===== src/design/small_language_tokenizer_assert.svh =====
// ----------------------------------------------------------------------------
// Assertion macros for the small language tokenizer
// Concurrent checks clocked on clk and disabled while rst_n is low.
// ----------------------------------------------------------------------------
`ifndef SMALL_LANGUAGE_TOKENIZER_ASSERT_SVH
`define SMALL_LANGUAGE_TOKENIZER_ASSERT_SVH

`ifndef ASSERT_OFF
// Property must hold at every clock edge out of reset
`define SLT_ASSERT(label, prop, msg) \
    label: assert property (@(posedge clk) disable iff (!rst_n) prop) else $error(msg);
// Consequent must hold in the cycle after the antecedent
`define SLT_ASSERT_NEXT(label, ante, cons, msg) \
    label: assert property (@(posedge clk) disable iff (!rst_n) (ante) |=> (cons)) \
        else $error(msg);
`else
`define SLT_ASSERT(label, prop, msg)
`define SLT_ASSERT_NEXT(label, ante, cons, msg)
`endif

`endif


===== src/design/slt_pkg.sv =====
// ----------------------------------------------------------------------------
// slt_pkg
// Shared widths, codes, token record and helpers of the tokenizer.
// ----------------------------------------------------------------------------
package slt_pkg;

    // Internal counter widths (counters saturate at their all-ones value)
    localparam int OFFSET_BITS = 24;
    localparam int LINE_BITS   = 20;
    localparam int COLUMN_BITS = 16;

    // Field widths of a token transaction
    localparam int OFS_W  = 24;
    localparam int LEN_W  = 16;
    localparam int LINE_W = 20;
    localparam int COL_W  = 16;
    localparam int KIND_W = 4;

    // Token queue; depth must be a power of two and at least two
    localparam int FIFO_DEPTH = 4;
    localparam int FIFO_PTR_W = $clog2(FIFO_DEPTH);
    localparam int FIFO_CNT_W = $clog2(FIFO_DEPTH + 1);

    typedef enum logic [2:0] {
        M_IDLE,
        M_IDENT,
        M_INT,
        M_DASH,
        M_SLASH,
        M_COMMENT
    } mode_t;

    typedef enum logic [KIND_W-1:0] {
        K_IDENT,
        K_INT,
        K_FN,
        K_RETURN,
        K_LPAREN,
        K_RPAREN,
        K_LBRACE,
        K_RBRACE,
        K_ARROW,
        K_SEMI,
        K_UNKNOWN,
        K_EOF
    } kind_t;

    typedef enum logic [1:0] {
        KW_NONE,
        KW_FN,
        KW_RETURN
    } kw_t;

    typedef struct packed {
        kind_t             kind;
        logic [OFS_W-1:0]  start_offset;
        logic [LEN_W-1:0]  token_length;
        logic [LINE_W-1:0] line_number;
        logic [COL_W-1:0]  column_number;
        logic              last_of_run;
    } token_t;

    // Tokens produced by one input transaction (count is 0, 1 or 2)
    typedef struct packed {
        logic [1:0] count;
        token_t     tok0;
        token_t     tok1;
    } push_t;

    // Clamp internal counters to the width of their output field
    function automatic logic [OFS_W-1:0] clamp_offset(input logic [OFFSET_BITS-1:0] v);
        logic [OFFSET_BITS+OFS_W-1:0] wide;
        wide = (OFFSET_BITS+OFS_W)'(v);
        if (wide > (OFFSET_BITS+OFS_W)'({OFS_W{1'b1}}))
            clamp_offset = '1;
        else
            clamp_offset = wide[OFS_W-1:0];
    endfunction

    function automatic logic [LINE_W-1:0] clamp_line(input logic [LINE_BITS-1:0] v);
        logic [LINE_BITS+LINE_W-1:0] wide;
        wide = (LINE_BITS+LINE_W)'(v);
        if (wide > (LINE_BITS+LINE_W)'({LINE_W{1'b1}}))
            clamp_line = '1;
        else
            clamp_line = wide[LINE_W-1:0];
    endfunction

    function automatic logic [COL_W-1:0] clamp_column(input logic [COLUMN_BITS-1:0] v);
        logic [COLUMN_BITS+COL_W-1:0] wide;
        wide = (COLUMN_BITS+COL_W)'(v);
        if (wide > (COLUMN_BITS+COL_W)'({COL_W{1'b1}}))
            clamp_column = '1;
        else
            clamp_column = wide[COL_W-1:0];
    endfunction

endpackage


===== src/design/slt_if.sv =====
// ----------------------------------------------------------------------------
// Tokenizer channel interfaces
// Valid/ready channels for text bytes in and tokens out.
// ----------------------------------------------------------------------------

// Text byte channel
interface slt_in_if import slt_pkg::*; ();
    logic       valid;
    logic       ready;
    logic       func;
    logic [7:0] text_byte;

    modport source (output valid, output func, output text_byte, input ready);
    modport sink   (input valid, input func, input text_byte, output ready);
endinterface

// Token channel
interface slt_out_if import slt_pkg::*; ();
    logic              valid;
    logic              ready;
    logic [KIND_W-1:0] token_kind;
    logic [OFS_W-1:0]  start_offset;
    logic [LEN_W-1:0]  token_length;
    logic [LINE_W-1:0] line_number;
    logic [COL_W-1:0]  column_number;
    logic              last_of_run;

    modport source (output valid, output token_kind, output start_offset,
                    output token_length, output line_number, output column_number,
                    output last_of_run, input ready);
    modport sink   (input valid, input token_kind, input start_offset,
                    input token_length, input line_number, input column_number,
                    input last_of_run, output ready);
endinterface


===== src/design/slt_lexer.sv =====
// ----------------------------------------------------------------------------
// slt_lexer
// Scan state and per-byte classification; emits up to two tokens per byte.
// ----------------------------------------------------------------------------
`include "small_language_tokenizer_assert.svh"

module slt_lexer import slt_pkg::*; (
    input  logic       clk,
    input  logic       rst_n,
    input  logic       item_valid,
    input  logic       func,
    input  logic [7:0] text_byte,
    output push_t      push
);

    localparam logic [7:0] CH_TAB    = 8'h09;
    localparam logic [7:0] CH_LF     = 8'h0A;
    localparam logic [7:0] CH_CR     = 8'h0D;
    localparam logic [7:0] CH_SPACE  = 8'h20;
    localparam logic [7:0] CH_LPAREN = 8'h28;
    localparam logic [7:0] CH_RPAREN = 8'h29;
    localparam logic [7:0] CH_DASH   = 8'h2D;
    localparam logic [7:0] CH_SLASH  = 8'h2F;
    localparam logic [7:0] CH_SEMI   = 8'h3B;
    localparam logic [7:0] CH_GT     = 8'h3E;
    localparam logic [7:0] CH_UNDER  = 8'h5F;
    localparam logic [7:0] CH_LBRACE = 8'h7B;
    localparam logic [7:0] CH_RBRACE = 8'h7D;
    localparam logic [7:0] CH_F      = 8'h66;
    localparam logic [7:0] CH_R      = 8'h72;

    // Keyword spellings
    localparam logic [7:0] WORD_FN  [2] = '{8'h66, 8'h6E};
    localparam logic [7:0] WORD_RET [6] = '{8'h72, 8'h65, 8'h74, 8'h75, 8'h72, 8'h6E};

    mode_t                  mode_reg, mode_next;
    logic [OFFSET_BITS-1:0] offset_reg, offset_next;
    logic [LINE_BITS-1:0]   line_reg, line_next;
    logic [COLUMN_BITS-1:0] col_reg, col_next;
    logic [OFFSET_BITS-1:0] ostart_reg, ostart_next;
    logic [COLUMN_BITS-1:0] ocol_reg, ocol_next;
    logic [LEN_W-1:0]       olen_reg, olen_next;
    kw_t                    kw_reg, kw_next;

    logic   is_alpha, is_digit, is_blank, is_nl;
    logic   pend_has, close_emit, byte_emit, used, is_arrow;
    kind_t  pend_kind, byte_kind;
    token_t close_tok, byte_tok, eof_tok;
    logic   fn_ok, ret_ok;

    // Byte classes
    assign is_alpha = text_byte inside {[8'h61:8'h7A], [8'h41:8'h5A], CH_UNDER};
    assign is_digit = text_byte inside {[8'h30:8'h39]};
    assign is_blank = text_byte inside {CH_SPACE, CH_CR, CH_TAB, CH_LF};
    assign is_nl    = (text_byte == CH_LF);

    // Keyword candidate still matching after this byte
    assign fn_ok  = (olen_reg < LEN_W'(2)) && (WORD_FN[olen_reg[0]] == text_byte);
    assign ret_ok = (olen_reg < LEN_W'(6)) && (WORD_RET[olen_reg[2:0]] == text_byte);

    // Pending token kind
    always_comb
    begin
        case (mode_reg)
            M_IDENT:
            begin
                if (kw_reg == KW_FN && olen_reg == LEN_W'(2))
                    pend_kind = K_FN;
                else if (kw_reg == KW_RETURN && olen_reg == LEN_W'(6))
                    pend_kind = K_RETURN;
                else
                    pend_kind = K_IDENT;
            end
            M_INT:   pend_kind = K_INT;
            default: pend_kind = K_UNKNOWN;
        endcase
    end

    assign pend_has = (mode_reg inside {M_IDENT, M_INT, M_DASH, M_SLASH});
    assign is_arrow = !func && (mode_reg == M_DASH) && (text_byte == CH_GT);

    // Single-byte token kind
    always_comb
    begin
        case (text_byte)
            CH_LPAREN: byte_kind = K_LPAREN;
            CH_RPAREN: byte_kind = K_RPAREN;
            CH_LBRACE: byte_kind = K_LBRACE;
            CH_RBRACE: byte_kind = K_RBRACE;
            CH_SEMI:   byte_kind = K_SEMI;
            default:   byte_kind = K_UNKNOWN;
        endcase
    end

    // Candidate token records
    always_comb
    begin
        close_tok.kind          = is_arrow ? K_ARROW : pend_kind;
        close_tok.start_offset  = clamp_offset(ostart_reg);
        if (mode_reg == M_IDENT || mode_reg == M_INT)
            close_tok.token_length = olen_reg;
        else
            close_tok.token_length = is_arrow ? LEN_W'(2) : LEN_W'(1);
        close_tok.line_number   = clamp_line(line_reg);
        close_tok.column_number = clamp_column(ocol_reg);
        close_tok.last_of_run   = 1'b0;

        byte_tok.kind           = byte_kind;
        byte_tok.start_offset   = clamp_offset(offset_reg);
        byte_tok.token_length   = LEN_W'(1);
        byte_tok.line_number    = clamp_line(line_reg);
        byte_tok.column_number  = clamp_column(col_reg);
        byte_tok.last_of_run    = 1'b0;

        eof_tok.kind            = K_EOF;
        eof_tok.start_offset    = clamp_offset(offset_reg);
        eof_tok.token_length    = '0;
        eof_tok.line_number     = clamp_line(line_reg);
        eof_tok.column_number   = clamp_column(col_reg);
        eof_tok.last_of_run     = 1'b0;
    end

    // Next scan state and emitted tokens
    always_comb
    begin
        mode_next   = mode_reg;
        offset_next = offset_reg;
        line_next   = line_reg;
        col_next    = col_reg;
        ostart_next = ostart_reg;
        ocol_next   = ocol_reg;
        olen_next   = olen_reg;
        kw_next     = kw_reg;
        close_emit  = 1'b0;
        byte_emit   = 1'b0;
        used        = 1'b0;
        push        = '0;
        push.tok0   = byte_tok;
        push.tok1   = byte_tok;

        if (item_valid && func)
        begin
            // End of text: flush, eof, back to reset values
            push.tok0   = pend_has ? close_tok : eof_tok;
            push.tok1   = eof_tok;
            push.count  = pend_has ? 2'd2 : 2'd1;
            mode_next   = M_IDLE;
            offset_next = '0;
            line_next   = LINE_BITS'(1);
            col_next    = COLUMN_BITS'(1);
            ostart_next = '0;
            ocol_next   = COLUMN_BITS'(1);
            olen_next   = '0;
            kw_next     = KW_NONE;
        end
        else if (item_valid)
        begin
            // Continue or close the open token
            case (mode_reg)
                M_IDENT:
                begin
                    if (is_alpha || is_digit)
                    begin
                        used = 1'b1;
                        if (olen_reg != '1)
                            olen_next = olen_reg + LEN_W'(1);
                        if ((kw_reg == KW_FN && !fn_ok) || (kw_reg == KW_RETURN && !ret_ok))
                            kw_next = KW_NONE;
                    end
                    else
                        close_emit = 1'b1;
                end
                M_INT:
                begin
                    if (is_digit)
                    begin
                        used = 1'b1;
                        if (olen_reg != '1)
                            olen_next = olen_reg + LEN_W'(1);
                    end
                    else
                        close_emit = 1'b1;
                end
                M_DASH:
                begin
                    close_emit = 1'b1;
                    used       = is_arrow;
                    mode_next  = M_IDLE;
                end
                M_SLASH:
                begin
                    if (text_byte == CH_SLASH)
                    begin
                        used      = 1'b1;
                        mode_next = M_COMMENT;
                    end
                    else
                        close_emit = 1'b1;
                end
                M_COMMENT:
                begin
                    used = 1'b1;
                    if (is_nl)
                        mode_next = M_IDLE;
                end
                default: ;
            endcase

            // Byte not absorbed: start a token or emit a one-byte token
            if (!used)
            begin
                mode_next = M_IDLE;
                if (!is_blank)
                begin
                    if (is_alpha || is_digit || text_byte == CH_DASH ||
                        text_byte == CH_SLASH)
                    begin
                        ostart_next = offset_reg;
                        ocol_next   = col_reg;
                        olen_next   = LEN_W'(1);
                    end
                    if (is_alpha)
                    begin
                        mode_next = M_IDENT;
                        if (text_byte == CH_F)
                            kw_next = KW_FN;
                        else if (text_byte == CH_R)
                            kw_next = KW_RETURN;
                        else
                            kw_next = KW_NONE;
                    end
                    else if (is_digit)
                        mode_next = M_INT;
                    else if (text_byte == CH_DASH)
                        mode_next = M_DASH;
                    else if (text_byte == CH_SLASH)
                        mode_next = M_SLASH;
                    else
                        byte_emit = 1'b1;
                end
            end

            // Position counters
            if (offset_reg != '1)
                offset_next = offset_reg + OFFSET_BITS'(1);
            if (is_nl)
            begin
                col_next = COLUMN_BITS'(1);
                if (line_reg != '1)
                    line_next = line_reg + LINE_BITS'(1);
            end
            else if (col_reg != '1)
                col_next = col_reg + COLUMN_BITS'(1);

            if (close_emit)
            begin
                push.tok0  = close_tok;
                push.count = byte_emit ? 2'd2 : 2'd1;
            end
            else
                push.count = byte_emit ? 2'd1 : 2'd0;
        end

        // Mark the final token of this transaction
        push.tok0.last_of_run = (push.count == 2'd1);
        push.tok1.last_of_run = 1'b1;
    end

    // State registers
    always_ff @(posedge clk or negedge rst_n)
    begin
        if (!rst_n)
        begin
            mode_reg   <= M_IDLE;
            offset_reg <= '0;
            line_reg   <= LINE_BITS'(1);
            col_reg    <= COLUMN_BITS'(1);
            ostart_reg <= '0;
            ocol_reg   <= COLUMN_BITS'(1);
            olen_reg   <= '0;
            kw_reg     <= KW_NONE;
        end
        else
        begin
            mode_reg   <= mode_next;
            offset_reg <= offset_next;
            line_reg   <= line_next;
            col_reg    <= col_next;
            ostart_reg <= ostart_next;
            ocol_reg   <= ocol_next;
            olen_reg   <= olen_next;
            kw_reg     <= kw_next;
        end
    end

    // Checks
    `SLT_ASSERT_NEXT(a_eof_restarts, item_valid && func, mode_reg == M_IDLE && offset_reg == '0 && line_reg == LINE_BITS'(1), "end transaction did not restart the scan")
    `SLT_ASSERT(a_comment_silent, (item_valid && !func && mode_reg == M_COMMENT) |-> push.count == 2'd0, "token emitted inside a comment")
    `SLT_ASSERT(a_open_len_nonzero, (mode_reg == M_IDENT || mode_reg == M_INT) |-> olen_reg != '0, "open token has zero length")

endmodule


===== src/design/slt_token_fifo.sv =====
// ----------------------------------------------------------------------------
// slt_token_fifo
// Small token queue: up to two writes per cycle, one read per cycle.
// ----------------------------------------------------------------------------
`include "small_language_tokenizer_assert.svh"

module slt_token_fifo import slt_pkg::*; (
    input  logic      clk,
    input  logic      rst_n,
    input  push_t     push,
    output logic      room,
    slt_out_if.source token_out
);

    token_t                mem_reg [FIFO_DEPTH];
    logic [FIFO_PTR_W-1:0] wr_ptr_reg, wr_ptr_next, wr_ptr_inc;
    logic [FIFO_PTR_W-1:0] rd_ptr_reg, rd_ptr_next;
    logic [FIFO_CNT_W-1:0] count_reg, count_next;
    logic                  pop;
    token_t                head;

    assign pop        = token_out.valid && token_out.ready;
    assign wr_ptr_inc = wr_ptr_reg + FIFO_PTR_W'(1);

    // Enough space for the worst case of one transaction
    assign room = (count_reg <= FIFO_CNT_W'(FIFO_DEPTH - 2));

    // Pointer and fill count update
    always_comb
    begin
        wr_ptr_next = wr_ptr_reg + FIFO_PTR_W'(push.count);
        rd_ptr_next = pop ? rd_ptr_reg + FIFO_PTR_W'(1) : rd_ptr_reg;
        count_next  = count_reg + FIFO_CNT_W'(push.count) - FIFO_CNT_W'(pop);
    end

    always_ff @(posedge clk or negedge rst_n)
    begin
        if (!rst_n)
        begin
            wr_ptr_reg <= '0;
            rd_ptr_reg <= '0;
            count_reg  <= '0;
        end
        else
        begin
            wr_ptr_reg <= wr_ptr_next;
            rd_ptr_reg <= rd_ptr_next;
            count_reg  <= count_next;
        end
    end

    // Token storage
    always_ff @(posedge clk)
    begin
        if (push.count != 2'd0)
            mem_reg[wr_ptr_reg] <= push.tok0;
        if (push.count == 2'd2)
            mem_reg[wr_ptr_inc] <= push.tok1;
    end

    // Head of queue drives the output channel
    assign head                    = mem_reg[rd_ptr_reg];
    assign token_out.valid         = (count_reg != '0);
    assign token_out.token_kind    = head.kind;
    assign token_out.start_offset  = head.start_offset;
    assign token_out.token_length  = head.token_length;
    assign token_out.line_number   = head.line_number;
    assign token_out.column_number = head.column_number;
    assign token_out.last_of_run   = head.last_of_run;

    // Checks
    `SLT_ASSERT(a_no_overflow, count_reg <= FIFO_CNT_W'(FIFO_DEPTH), "token queue overflow")
    `SLT_ASSERT(a_push_fits, push.count != 2'd3, "invalid token count pushed")
    `SLT_ASSERT_NEXT(a_pop_drains, pop && push.count == 2'd0, count_reg == $past(count_reg) - 1'b1, "fill count did not drop on read")

endmodule


===== src/design/small_language_tokenizer.sv =====
// ----------------------------------------------------------------------------
// small_language_tokenizer
// Streaming lexer: text bytes in, tokens with position information out.
// ----------------------------------------------------------------------------
// Usage:
//   text_in carries one transaction per source byte (func = 0) and one end
//   transaction (func = 1) after the last byte. token_out carries one token
//   per transaction; last_of_run marks the final token caused by an input.
//   A byte may cause zero, one or two tokens; the end transaction causes the
//   pending token, if any, and then an eof token, and restarts the scan.
// Throughput: one input transaction per cycle while the receiver keeps up;
//   the token queue and the single token read per cycle set the rate when
//   bytes produce two tokens.
// Path: a token caused by an accepted byte goes through the input register,
//   then the lexer logic into the token queue, which drives token_out.
// Reset: the scan returns to offset 0, line 1, column 1 with nothing pending,
//   and the token queue empties.
// Stall: while token_out is held off, the four-entry queue fills; text_in
//   ready drops once fewer than two free entries remain. Nothing is dropped.
// ----------------------------------------------------------------------------
module small_language_tokenizer import slt_pkg::*; (
    input  logic      clk,
    input  logic      rst_n,
    slt_in_if.sink    text_in,
    slt_out_if.source token_out
);

    logic       a_valid_reg, a_valid_next;
    logic       a_func_reg;
    logic [7:0] a_byte_reg;
    logic       accept, a_fire, room;
    push_t      push;

    // Input register handshake
    assign a_fire        = a_valid_reg && room;
    assign text_in.ready = !a_valid_reg || a_fire;
    assign accept        = text_in.valid && text_in.ready;

    always_comb
    begin
        if (accept)
            a_valid_next = 1'b1;
        else if (a_fire)
            a_valid_next = 1'b0;
        else
            a_valid_next = a_valid_reg;
    end

    always_ff @(posedge clk or negedge rst_n)
    begin
        if (!rst_n)
            a_valid_reg <= 1'b0;
        else
            a_valid_reg <= a_valid_next;
    end

    always_ff @(posedge clk)
    begin
        if (accept)
        begin
            a_func_reg <= text_in.func;
            a_byte_reg <= text_in.text_byte;
        end
    end

    slt_lexer u_lexer (
        .clk        (clk),
        .rst_n      (rst_n),
        .item_valid (a_fire),
        .func       (a_func_reg),
        .text_byte  (a_byte_reg),
        .push       (push)
    );

    slt_token_fifo u_fifo (
        .clk       (clk),
        .rst_n     (rst_n),
        .push      (push),
        .room      (room),
        .token_out (token_out)
    );

endmodule


===== src/flat_wrapper.sv =====
// flat-port wrapper written by rule: the top's interface ports become plain ports
module small_language_tokenizer_flat import slt_pkg::*;
  (clk, rst_n, text_in_valid, text_in_func, text_in_text_byte, text_in_ready, token_out_valid, token_out_token_kind, token_out_start_offset, token_out_token_length, token_out_line_number, token_out_column_number, token_out_last_of_run, token_out_ready);
  slt_in_if text_in_i ();
  slt_out_if token_out_i ();
  input  logic clk;
  input  logic rst_n;
  input wire logic [$bits(text_in_i.valid)-1:0] text_in_valid;
  input wire logic [$bits(text_in_i.func)-1:0] text_in_func;
  input wire logic [$bits(text_in_i.text_byte)-1:0] text_in_text_byte;
  output wire logic [$bits(text_in_i.ready)-1:0] text_in_ready;
  output wire logic [$bits(token_out_i.valid)-1:0] token_out_valid;
  output wire logic [$bits(token_out_i.token_kind)-1:0] token_out_token_kind;
  output wire logic [$bits(token_out_i.start_offset)-1:0] token_out_start_offset;
  output wire logic [$bits(token_out_i.token_length)-1:0] token_out_token_length;
  output wire logic [$bits(token_out_i.line_number)-1:0] token_out_line_number;
  output wire logic [$bits(token_out_i.column_number)-1:0] token_out_column_number;
  output wire logic [$bits(token_out_i.last_of_run)-1:0] token_out_last_of_run;
  input wire logic [$bits(token_out_i.ready)-1:0] token_out_ready;
  assign text_in_i.valid = text_in_valid;
  assign text_in_i.func = text_in_func;
  assign text_in_i.text_byte = text_in_text_byte;
  assign text_in_ready = text_in_i.ready;
  assign token_out_valid = token_out_i.valid;
  assign token_out_token_kind = token_out_i.token_kind;
  assign token_out_start_offset = token_out_i.start_offset;
  assign token_out_token_length = token_out_i.token_length;
  assign token_out_line_number = token_out_i.line_number;
  assign token_out_column_number = token_out_i.column_number;
  assign token_out_last_of_run = token_out_i.last_of_run;
  assign token_out_i.ready = token_out_ready;
  small_language_tokenizer u_core (.clk(clk), .rst_n(rst_n), .text_in(text_in_i), .token_out(token_out_i));
endmodule

===== config.mk =====
export PLATFORM = sky130hd
export DESIGN_NAME = small_language_tokenizer_flat
export DESIGN_NICKNAME = d
export VERILOG_FILES = /design/src/design/slt_pkg.sv /design/src/design/slt_if.sv /design/src/design/slt_lexer.sv /design/src/design/slt_token_fifo.sv /design/src/design/small_language_tokenizer.sv /design/src/flat_wrapper.sv
export VERILOG_INCLUDE_DIRS = /design/src /design/src/design
export SDC_FILE = /design/constraint.sdc
export NUM_CORES = 1
export LEC_CHECK = 0
export BUFFER_PORTS_ARGS = -buffer_cell sky130_fd_sc_hd__buf_4
export CORE_AREA = 2 2 223 225
export DETAILED_ROUTE_END_ITERATION = 16
export DIE_AREA = 0 0 225 227
export GPL_TIMING_DRIVEN = 0
export PLACE_DENSITY_LB_ADDON = 0.08
export SLEW_MARGIN = 10
export SYNTH_ARGS = -nofsm -noshare
export SYNTH_HDL_FRONTEND = slang
export SYNTH_SLANG_ARGS = --single-unit

===== constraint.sdc =====
create_clock -name clk -period 7.2 [get_ports clk]
set_clock_uncertainty 0.2 [all_clocks]
set_input_delay 0.36 -clock clk [delete_from_list [all_inputs] [get_ports clk]]
set_output_delay 0.36 -clock clk [all_outputs]
set_load 0.05 [all_outputs]

# --- After elaboration in Yosys (flattened, before gate mapping) ---
# Memories as Yosys holds them, arrays and structs flattened.
# Cells that the tools add are included.
totals:
  mem_bits_ro: 64
  ramBits: 324
  in_bits: 13
  n_memories: 2
  register_bits: 138
  elab_cells: 214
  out_inout_bits: 83
classes:
  bitwise_logic: 2
  magnitude_cmp: 11
  n_mux: 97
  eq_ne: 37
  n_addsub: 9
  reduce_logical: 42
mem_list:
  columns: ["name", "depth", "word_bits", "rd", "rd_clocked_by_memory_dff", "wr", "line_no", "rtl"]
  rows:
  - ["u_core.u_fifo.mem_reg", 4, 81, 1, 0, 2, "slt_token_fifo.sv:15", "token_t mem_reg [FIFO_DEPTH];"]
  - ["(name not given)", 8, 8, 1, 0, 0, "slt_lexer.sv:59", "assign ret_ok = (olen_reg < LEN_W'(6)) && (WORD_RET[olen_reg[2:0]] == text_byte);"]
ops:
  columns: ["operator", "n"]
  rows:
  - ["$mux 16", 18]
  - ["$mux 81", 3]
  - ["$mux 24", 8]
  - ["$mux 83", 2]
  - ["$mux 20", 4]
  - ["$eq 8x6->1 const B", 7]
  - ["$eq 8x7->1 const B", 5]
  - ["$add 16x1->16 const B", 2]
  - ["$mux 2", 16]
  - ["$mux 8", 4]
  - ["$ne 16x16->1 const B", 2]
  - ["$pmux 16 s2", 1]
  - ["$mux 3", 10]
  - ["$add 24x1->24 const B", 1]
  - ["$eq 8x4->1 const B", 3]
  - ["$mux 1", 24]
  - ["$ne 24x24->1 const B", 1]
  - ["$add 20x1->20 const B", 1]
  - ["$ne 20x20->1 const B", 1]
  - ["$pmux 4 s5", 1]
  - ["$eq 16x2->1 const B", 1]
  - ["$eq 16x3->1 const B", 1]
  - ["$eq 8x8->1", 2]
  - ["$ge 8x7->1 const B", 2]
  - ["other kinds (37)", 78]

# --- Depth between registers and ports, before layout ---
# Gate-level depths: netlist (run 1).
depth:
  word_depth: 18
  depth_mapped: 19
  depth_no_buf: 16

# --- Hierarchy ---
# A second synthesis (run 1) with hierarchy kept.
hier_totals:
  hier_cells: 1723
  hier_area_um2: 24775.0
by_module_without_submodules:
  columns: ["mod", "instances", "seq_area_each_um2", "area_each_um2", "cells_per_inst"]
  rows:
  - ["slt_token_fifo", 1, 9904.5, 16407.0, 824]
  - ["slt_lexer", 1, 3031.7, 8037.7, 885]
  - ["small_language_tokenizer", 1, 295.3, 330.3, 14]

# --- Worst setup path after synthesis (run 1) ---
# OpenSTA, ideal clock, no wires.
synth_timing:
  path_kind: "register -> register"
  startpoint: "reg u_core.a_byte_reg[1]"
  endpoint: "mem u_core.u_fifo.mem_reg[1][10] (netlist name), enable pin"
  required_ps: 6548
  setup_slack_ps: 1131
  t_arrival_ps: 5417
  synth_period_minus_slack_ps: 6069
  setup_ps: 452
  path_stages_with_launch: 18
  n_path_buf: 5
  cell_sequence: "edfxtp_1 -> clkbuf_1 -> or4_1 -> o211ai_1 -> o22ai_1 -> clkbuf_1 -> nor2_1 -> o211ai_1 -> nor2_1 -> ha_1 -> nor2_1 -> a32oi_1 -> or4_1 -> clkbuf_1 -> and2_1 -> clkbuf_1 -> inv_1 -> clkbuf_1"
synth_lines:
  columns: ["item", "line_no", "rtl"]
  rows:
  - ["from (decl)", "small_language_tokenizer.sv:30", "logic [7:0] a_byte_reg;"]
  - ["from (signal assigned)", "small_language_tokenizer.sv:62", "a_byte_reg <= text_in.text_byte;"]
  - ["to (decl)", "slt_token_fifo.sv:15", null]

==> impl_metrics.ini, run 1 <==
[status]
outcome = finished, final reports clean

[clock_tree]
clock_sinks = 462
cts_tree = done
clkLatencyLatePin_ns = 0.60
ctsLongestPathBuffers = 3
cts_buffers = 51
cts_max_level = 2
clk_pin_slew_ns = 0.06
cts_resized = 0
clock-root-buffer = clkbuf_16

[timing]
slew_viol_final = 0
period_needed_ns = 6.57
finalCritPeriodShare_pct = 91.2
fmax_mhz = 152
rsz0062_at_grt = false
setup_violations = 0
timing.final.hold_violations = 0
worst_slew_pin_slew_ns = 1.18
max-slew-margin-rel_pct = 20.4

[finish]
num_antenna_cells = 0
final_area_sq_mm = 0.0256
fillers = 4174
largest_reg_flops = 324
drive_above_1_share_pct = 14.5
final_util_pct = 52.8
syn_to_final_growth_pct = 15.6
instances_no_fill = 2642
final_nets = 2002

[detailed_routing]
routed_via_density = 6.05
num_vias = 15994
drt_iter0_drc = 1259
drc = 0
dr.pass1.iters = 8
wire_per_inst_microns = 23.6
routed_wl_microns = 62300
ant_nets = 0

[setup_path]
ff2ff_path_depth = 18
cp.required_ns = 7.30
startpoint_type = flip-flop
end_kind = flip-flop
worst-setup-path-type = flip-flop to flip-flop
worstPathMaxFanout = 40
cp_data_arrival_time_ns = 6.67

[floorplan]
core_area_sq_mm = 0.0485
die_x_microns = 225
start_util_pct = 45.7
fp-row-count = 81
io_pins = 96
die_h_microns = 227
die_area_sq_mm = 0.0511

[run]
drv_cap = 0

[logic_synthesis]
avgSynthCellArea_sq_um = 12.2
synth-edff-count = 269
netlist_top_cells_count = 269 x edfxtp_1, 217 x a22o_1, 163 x clkbuf_1, 126 x dfrtp_1, 121 x nand2_1
synth_area_leader_cell = edfxtp_1
synth_top_area_share_pct = 36.4
synthesis.area_sq_mm = 0.0222
synthFlopType = edfxtp_1
ys_ff_latch = 462
synth.area.top_cells = edfxtp_1 36%, dfrtp_1 14%, a22o_1 8.6%
ys_seq_area_share_pct = 56.8
synthDistinctLibCells = 78
synthArstFlopShare_pct = 27.9
yosys.cell_count.top_type = edfxtp_1
syn_inst = 1811
syn_nets = 1836
ys_warn_count = 0

[global_routing]
track_usage_pct = 24.7
antenna_found_initial = 0
grt_pass1_wl_microns = 96300
grt.overflow.total = 0
grt_pass1_vias = 16068
grt_max_degree = 102

[place]
place_area_sq_mm = 0.0238
hpwl_microns = 41700
gp_congestion = 0.911
numPortBuffers = 95
place_inst = 2533

[hold_path]
hold_depth = 3
hold_class = input port to flip-flop

[pwr]
leakage_nw = 9.17
cellPowerDensity_mw_per_mm2 = 402
peakVddDrop_mv = 0.219
power.total_w = 0.0103
[metal layers]
metal	vias up	GRT usage [%]	routed length (microns)
li1	7338	-	-
met3	97	3.41	3390
met5	-	0	0
met4	0	8.18	1720
met1	8076	34.4	27600
met2	483	40.4	29600
[worst paths after layout]
check,from,endpoint,slack [ns]
min in group asynchronous,rst_n,u_core.u_lexer.olen_reg[3],0.51
setup / recovery,u_core.a_byte_reg[1],u_core.u_fifo.mem_reg[3][56],0.63
hold / removal,token_out_ready,u_core.u_fifo.rd_ptr_reg[0],0.04
max in group asynchronous,rst_n,u_core.u_lexer.ostart_reg[18],4.89
hold reg to reg,u_core.u_fifo.mem_reg[3][38],u_core.u_fifo.mem_reg[3][38],0.26
setup reg to reg,u_core.a_byte_reg[1],u_core.u_fifo.mem_reg[3][56],0.63
[cell usage in the layout (no fill, tap or decap), drive strengths merged, types with 6 or more instances in the layout]
cell type,count
a22o,217
nor3b,7
edfxtp,269
buf,123
nand2b,8
o211ai,6
mux4,81
nor4,13
dlygate4sd3,13
o32ai,9
nand3,36
and4,10
clkinv,13
dfxtp,64
o22ai,8
clkbuf,243
and3,17
xor2,13
a22oi,41
or4,13
o31ai,17
nor3,32
nand4,29
nor2b,44
or3,18
a31oi,7
and2,56
a21oi,56
inv,36
ha,11
nand2,121
nor2,65
xnor2,27
dfrtp,126
o21ai,83
[timing repair]
| item | CTS | global route |
|---|---|---|
| setup buffers | 0 | 0 |
| hold buffers | 13 | 0 |
| setup endpoints to repair | 0 | 0 |
| hold endpoints to repair | 136 | 0 |
[critical path, cell delays in order, from the launching register on]
cell	delay (ns)
edfxtp_1	0.40
clkbuf_1	0.23
and4b_1	0.25
nor3_1	0.60
o22ai_1	0.30
clkbuf_1	0.31
nor2_1	0.26
o211ai_1	0.17
nor2_1	0.19
ha_1	0.29
nor3_1	0.32
nand2b_1	0.22
or3_1	0.12
clkbuf_1	0.41
and2_1	0.24
clkbuf_1	0.41
clkbuf_1	0.62
inv_4	0.37
buf_16	0.30
[stage by stage]
stage	setup WS, ns	setup TNS, ns	hold WS (ns)
3_5_place_dp	0.709	0	0.0377
2_1_floorplan	1.13	0	-0.136
4_1_cts	0.688	0	0.0339
6_report	0.630	0	0.0426
5_1_grt	0.218	0	0.0642
3_3_place_gp	-1.61	-295.85	0.236
[layout make-up]
class | instances | area, sq um | share of cell area [%]
plain buffers | 188 | 736 | 2.87
clock buffers | 78 | 1500 | 5.85
clock inverters | 18 | 188 | 0.732
inverters | 35 | 136 | 0.532
multi-input cells | 1126 | 8730 | 34.1
flip-flops and latches | 462 | 12600 | 49.1
well taps | 622 | 778 | 3.03
repair buffers | 113 | 981 | 3.82
[kinds of logic (layout without fill, tap and decap cells)]
group	after synthesis	after routing	share of synthesized area, %
DFF	462	462	56.8
adders and majority gates	12	12	0.711
muxes	84	84	8.36
AOI/OAI and AO/OA	499	499	16.9
xor gates and xnor gates	40	40	1.58
and+or+nand+nor	491	491	11.9
buffers and inverters	223	432	3.86
[where the power goes]
part           internal [W]  switching (W)
sequential          0.00331       0.000166
combinational       0.00124        0.00297
clock               0.00155        0.00108
total               0.00610        0.00421
Note: power is estimated with default switching activity, not from simulation.
==> run 2: changes to the inputs <==
PLACE_DENSITY = 0.67   (was unset)
PLACE_DENSITY_LB_ADDON = unset   (was 0.08)
==> impl_metrics.ini, run 2 (synthesized netlist as in run 1, its figures left out) <==
[status]
outcome = finished, final reports clean

[pwr]
peakVddDrop_mv = 0.268
cellPowerDensity_mw_per_mm2 = 400
power.total_w = 0.0102
leakage_nw = 9.12

[setup_path]
worst-setup-path-type = flip-flop to flip-flop
cp_data_arrival_time_ns = 6.50
rrSetupSlack_ns = 0.79
startpoint_type = flip-flop
ff2ff_path_depth = 18
r2r-end = u_core.u_fifo.mem_reg[3][32]
cp.required_ns = 7.29
r2r-start = u_core.a_byte_reg[1]
end_kind = flip-flop
worstPathMaxFanout = 46

[timing]
max-slew-margin-rel_pct = 18.3
timing.final.hold_violations = 0
setup-tns-final_ns = 0
worst_slew_pin_slew_ns = 1.23
fmax_mhz = 156
finalCritPeriodShare_pct = 89.1
slew_viol_final = 0
setup_violations = 0
rsz0062_at_grt = false
period_needed_ns = 6.41

[detailed_routing]
ant_nets = 0
drt_iter0_drc = 1613
dr.pass1.iters = 6
routed_via_density = 6.22
drc = 0
routed_wl_microns = 60300
wire_per_inst_microns = 22.9
num_vias = 16396

[global_routing]
grt.overflow.total = 0
track_usage_pct = 23.6
grt_max_degree = 84
antenna_found_initial = 0
grt_pass1_wl_microns = 92800
grt_pass1_vias = 16029

[floorplan]
die_h_microns = 227
io_pins = 96
die_x_microns = 225
die_area_sq_mm = 0.0511
start_util_pct = 45.7
core_area_sq_mm = 0.0485
fp-row-count = 81

[clock_tree]
cts_buffers = 49
clk_pin_slew_ns = 0.06
clkLatencyLatePin_ns = 0.60
hold_buffers = 11
clock-root-buffer = clkbuf_16
post_cts_buffers = 0
cts_resized = 0
cts_tree = done
cts_max_level = 2
ctsLongestPathBuffers = 3
clock_sinks = 462

[place]
numPortBuffers = 95
hpwl_microns = 40400
gp_congestion = 0.926
place_inst = 2533

[finish]
syn_to_final_growth_pct = 15.1
num_antenna_cells = 0
final_cell_mix = 269 x edfxtp_1, 217 x a22o_1, 173 x clkbuf_1, 126 x dfrtp_1, 121 x nand2_1
mostFrequentLayoutCell = edfxtp_1
drive_above_1_share_pct = 14.4
final_nets = 1998
fillers = 4090
instances_no_fill = 2635
largest_reg_flops = 324

[run]
drv_cap = 0

[hold_path]
hold_class = input port to async pin
==> run 2: cell count changes in the layout (fill, tap and decap cells not counted), sizes merged <==
cell,change
bufinv,+2
clkinvlp,+1
clkinv,+3
clkbuf,-13
inv,+2
dlygate4sd3,-2
==> run 2: power breakdown <==
part / switching (W) / total (W) / internal (W)
clock network: 0.00106 / 0.00254 / 0.00147
logic: 0.00295 / 0.00419 / 0.00124
registers: 0.000171 / 0.00348 / 0.00331
total: 0.00418 / 0.0102 / 0.00603
==> run 2: area by class of cell <==
class / count / area [sq um] / area share (%)
Sequential cell: 462 / 12600 / 49.3
Multi-Input combinational cell: 1126 / 8730 / 34.2
Clock buffer: 65 / 1320 / 5.16
Timing Repair Buffer: 111 / 965 / 3.78
Tap cell: 622 / 778 / 3.05
Buffer: 188 / 734 / 2.88
Clock inverter: 26 / 277 / 1.08
Inverter: 35 / 136 / 0.534
==> run 2: worst max-delay path by stage <==
stage	to	start
global route	u_core.u_fifo.mem_reg[3][61]	u_core.a_byte_reg[1]
finish	u_core.u_fifo.mem_reg[3][32]	u_core.a_byte_reg[1]
global placement	u_core.u_fifo.mem_reg[1][32]	u_core.a_byte_reg[1]
detailed placement	u_core.u_fifo.mem_reg[3][63]	u_core.a_byte_reg[1]
floorplan	u_core.u_fifo.mem_reg[1][10]	u_core.a_byte_reg[1]
CTS	u_core.u_fifo.mem_reg[3][2]	u_core.a_byte_reg[1]
==> run 2: metal layers <==
layer | global-route usage [%] | wire (microns) | vias to the layer above
li1 | - | - | 7324
met4 | 9.14 | 2020 | 0
met3 | 4.03 | 4680 | 133
met5 | 0 | 0 | -
met2 | 38.4 | 28600 | 754
met1 | 31.8 | 25000 | 8185
==> run 2: worst max-delay path, cell delays in order (launching register included) <==
cell      delay [ns]
edfxtp_1        0.41
clkbuf_1        0.22
and4b_1         0.24
nor3_1          0.61
o22ai_1         0.32
clkbuf_1        0.32
nor2_1          0.24
o211ai_1        0.16
nor2_1          0.20
ha_1            0.29
nor3_1          0.30
nand2b_1        0.21
or3_1           0.12
clkbuf_1        0.42
and2_1          0.20
clkbuf_1        0.42
clkbuf_1        0.58
inv_4           0.32
buf_16          0.30
==> run 2: per-stage QoR <==
step,util [%],setup slack (ns),cell area [sq um],hold WS (ns)
2_1_floorplan,-,1.13,22200,-0.136
3_3_place_gp,48.8,-1.29,23700,0.238
3_5_place_dp,49.1,0.926,23800,0.149
4_1_cts,52.6,0.900,25500,0.0791
5_1_grt,52.6,0.477,25500,0.0931
6_report,52.6,0.786,25500,0.0882
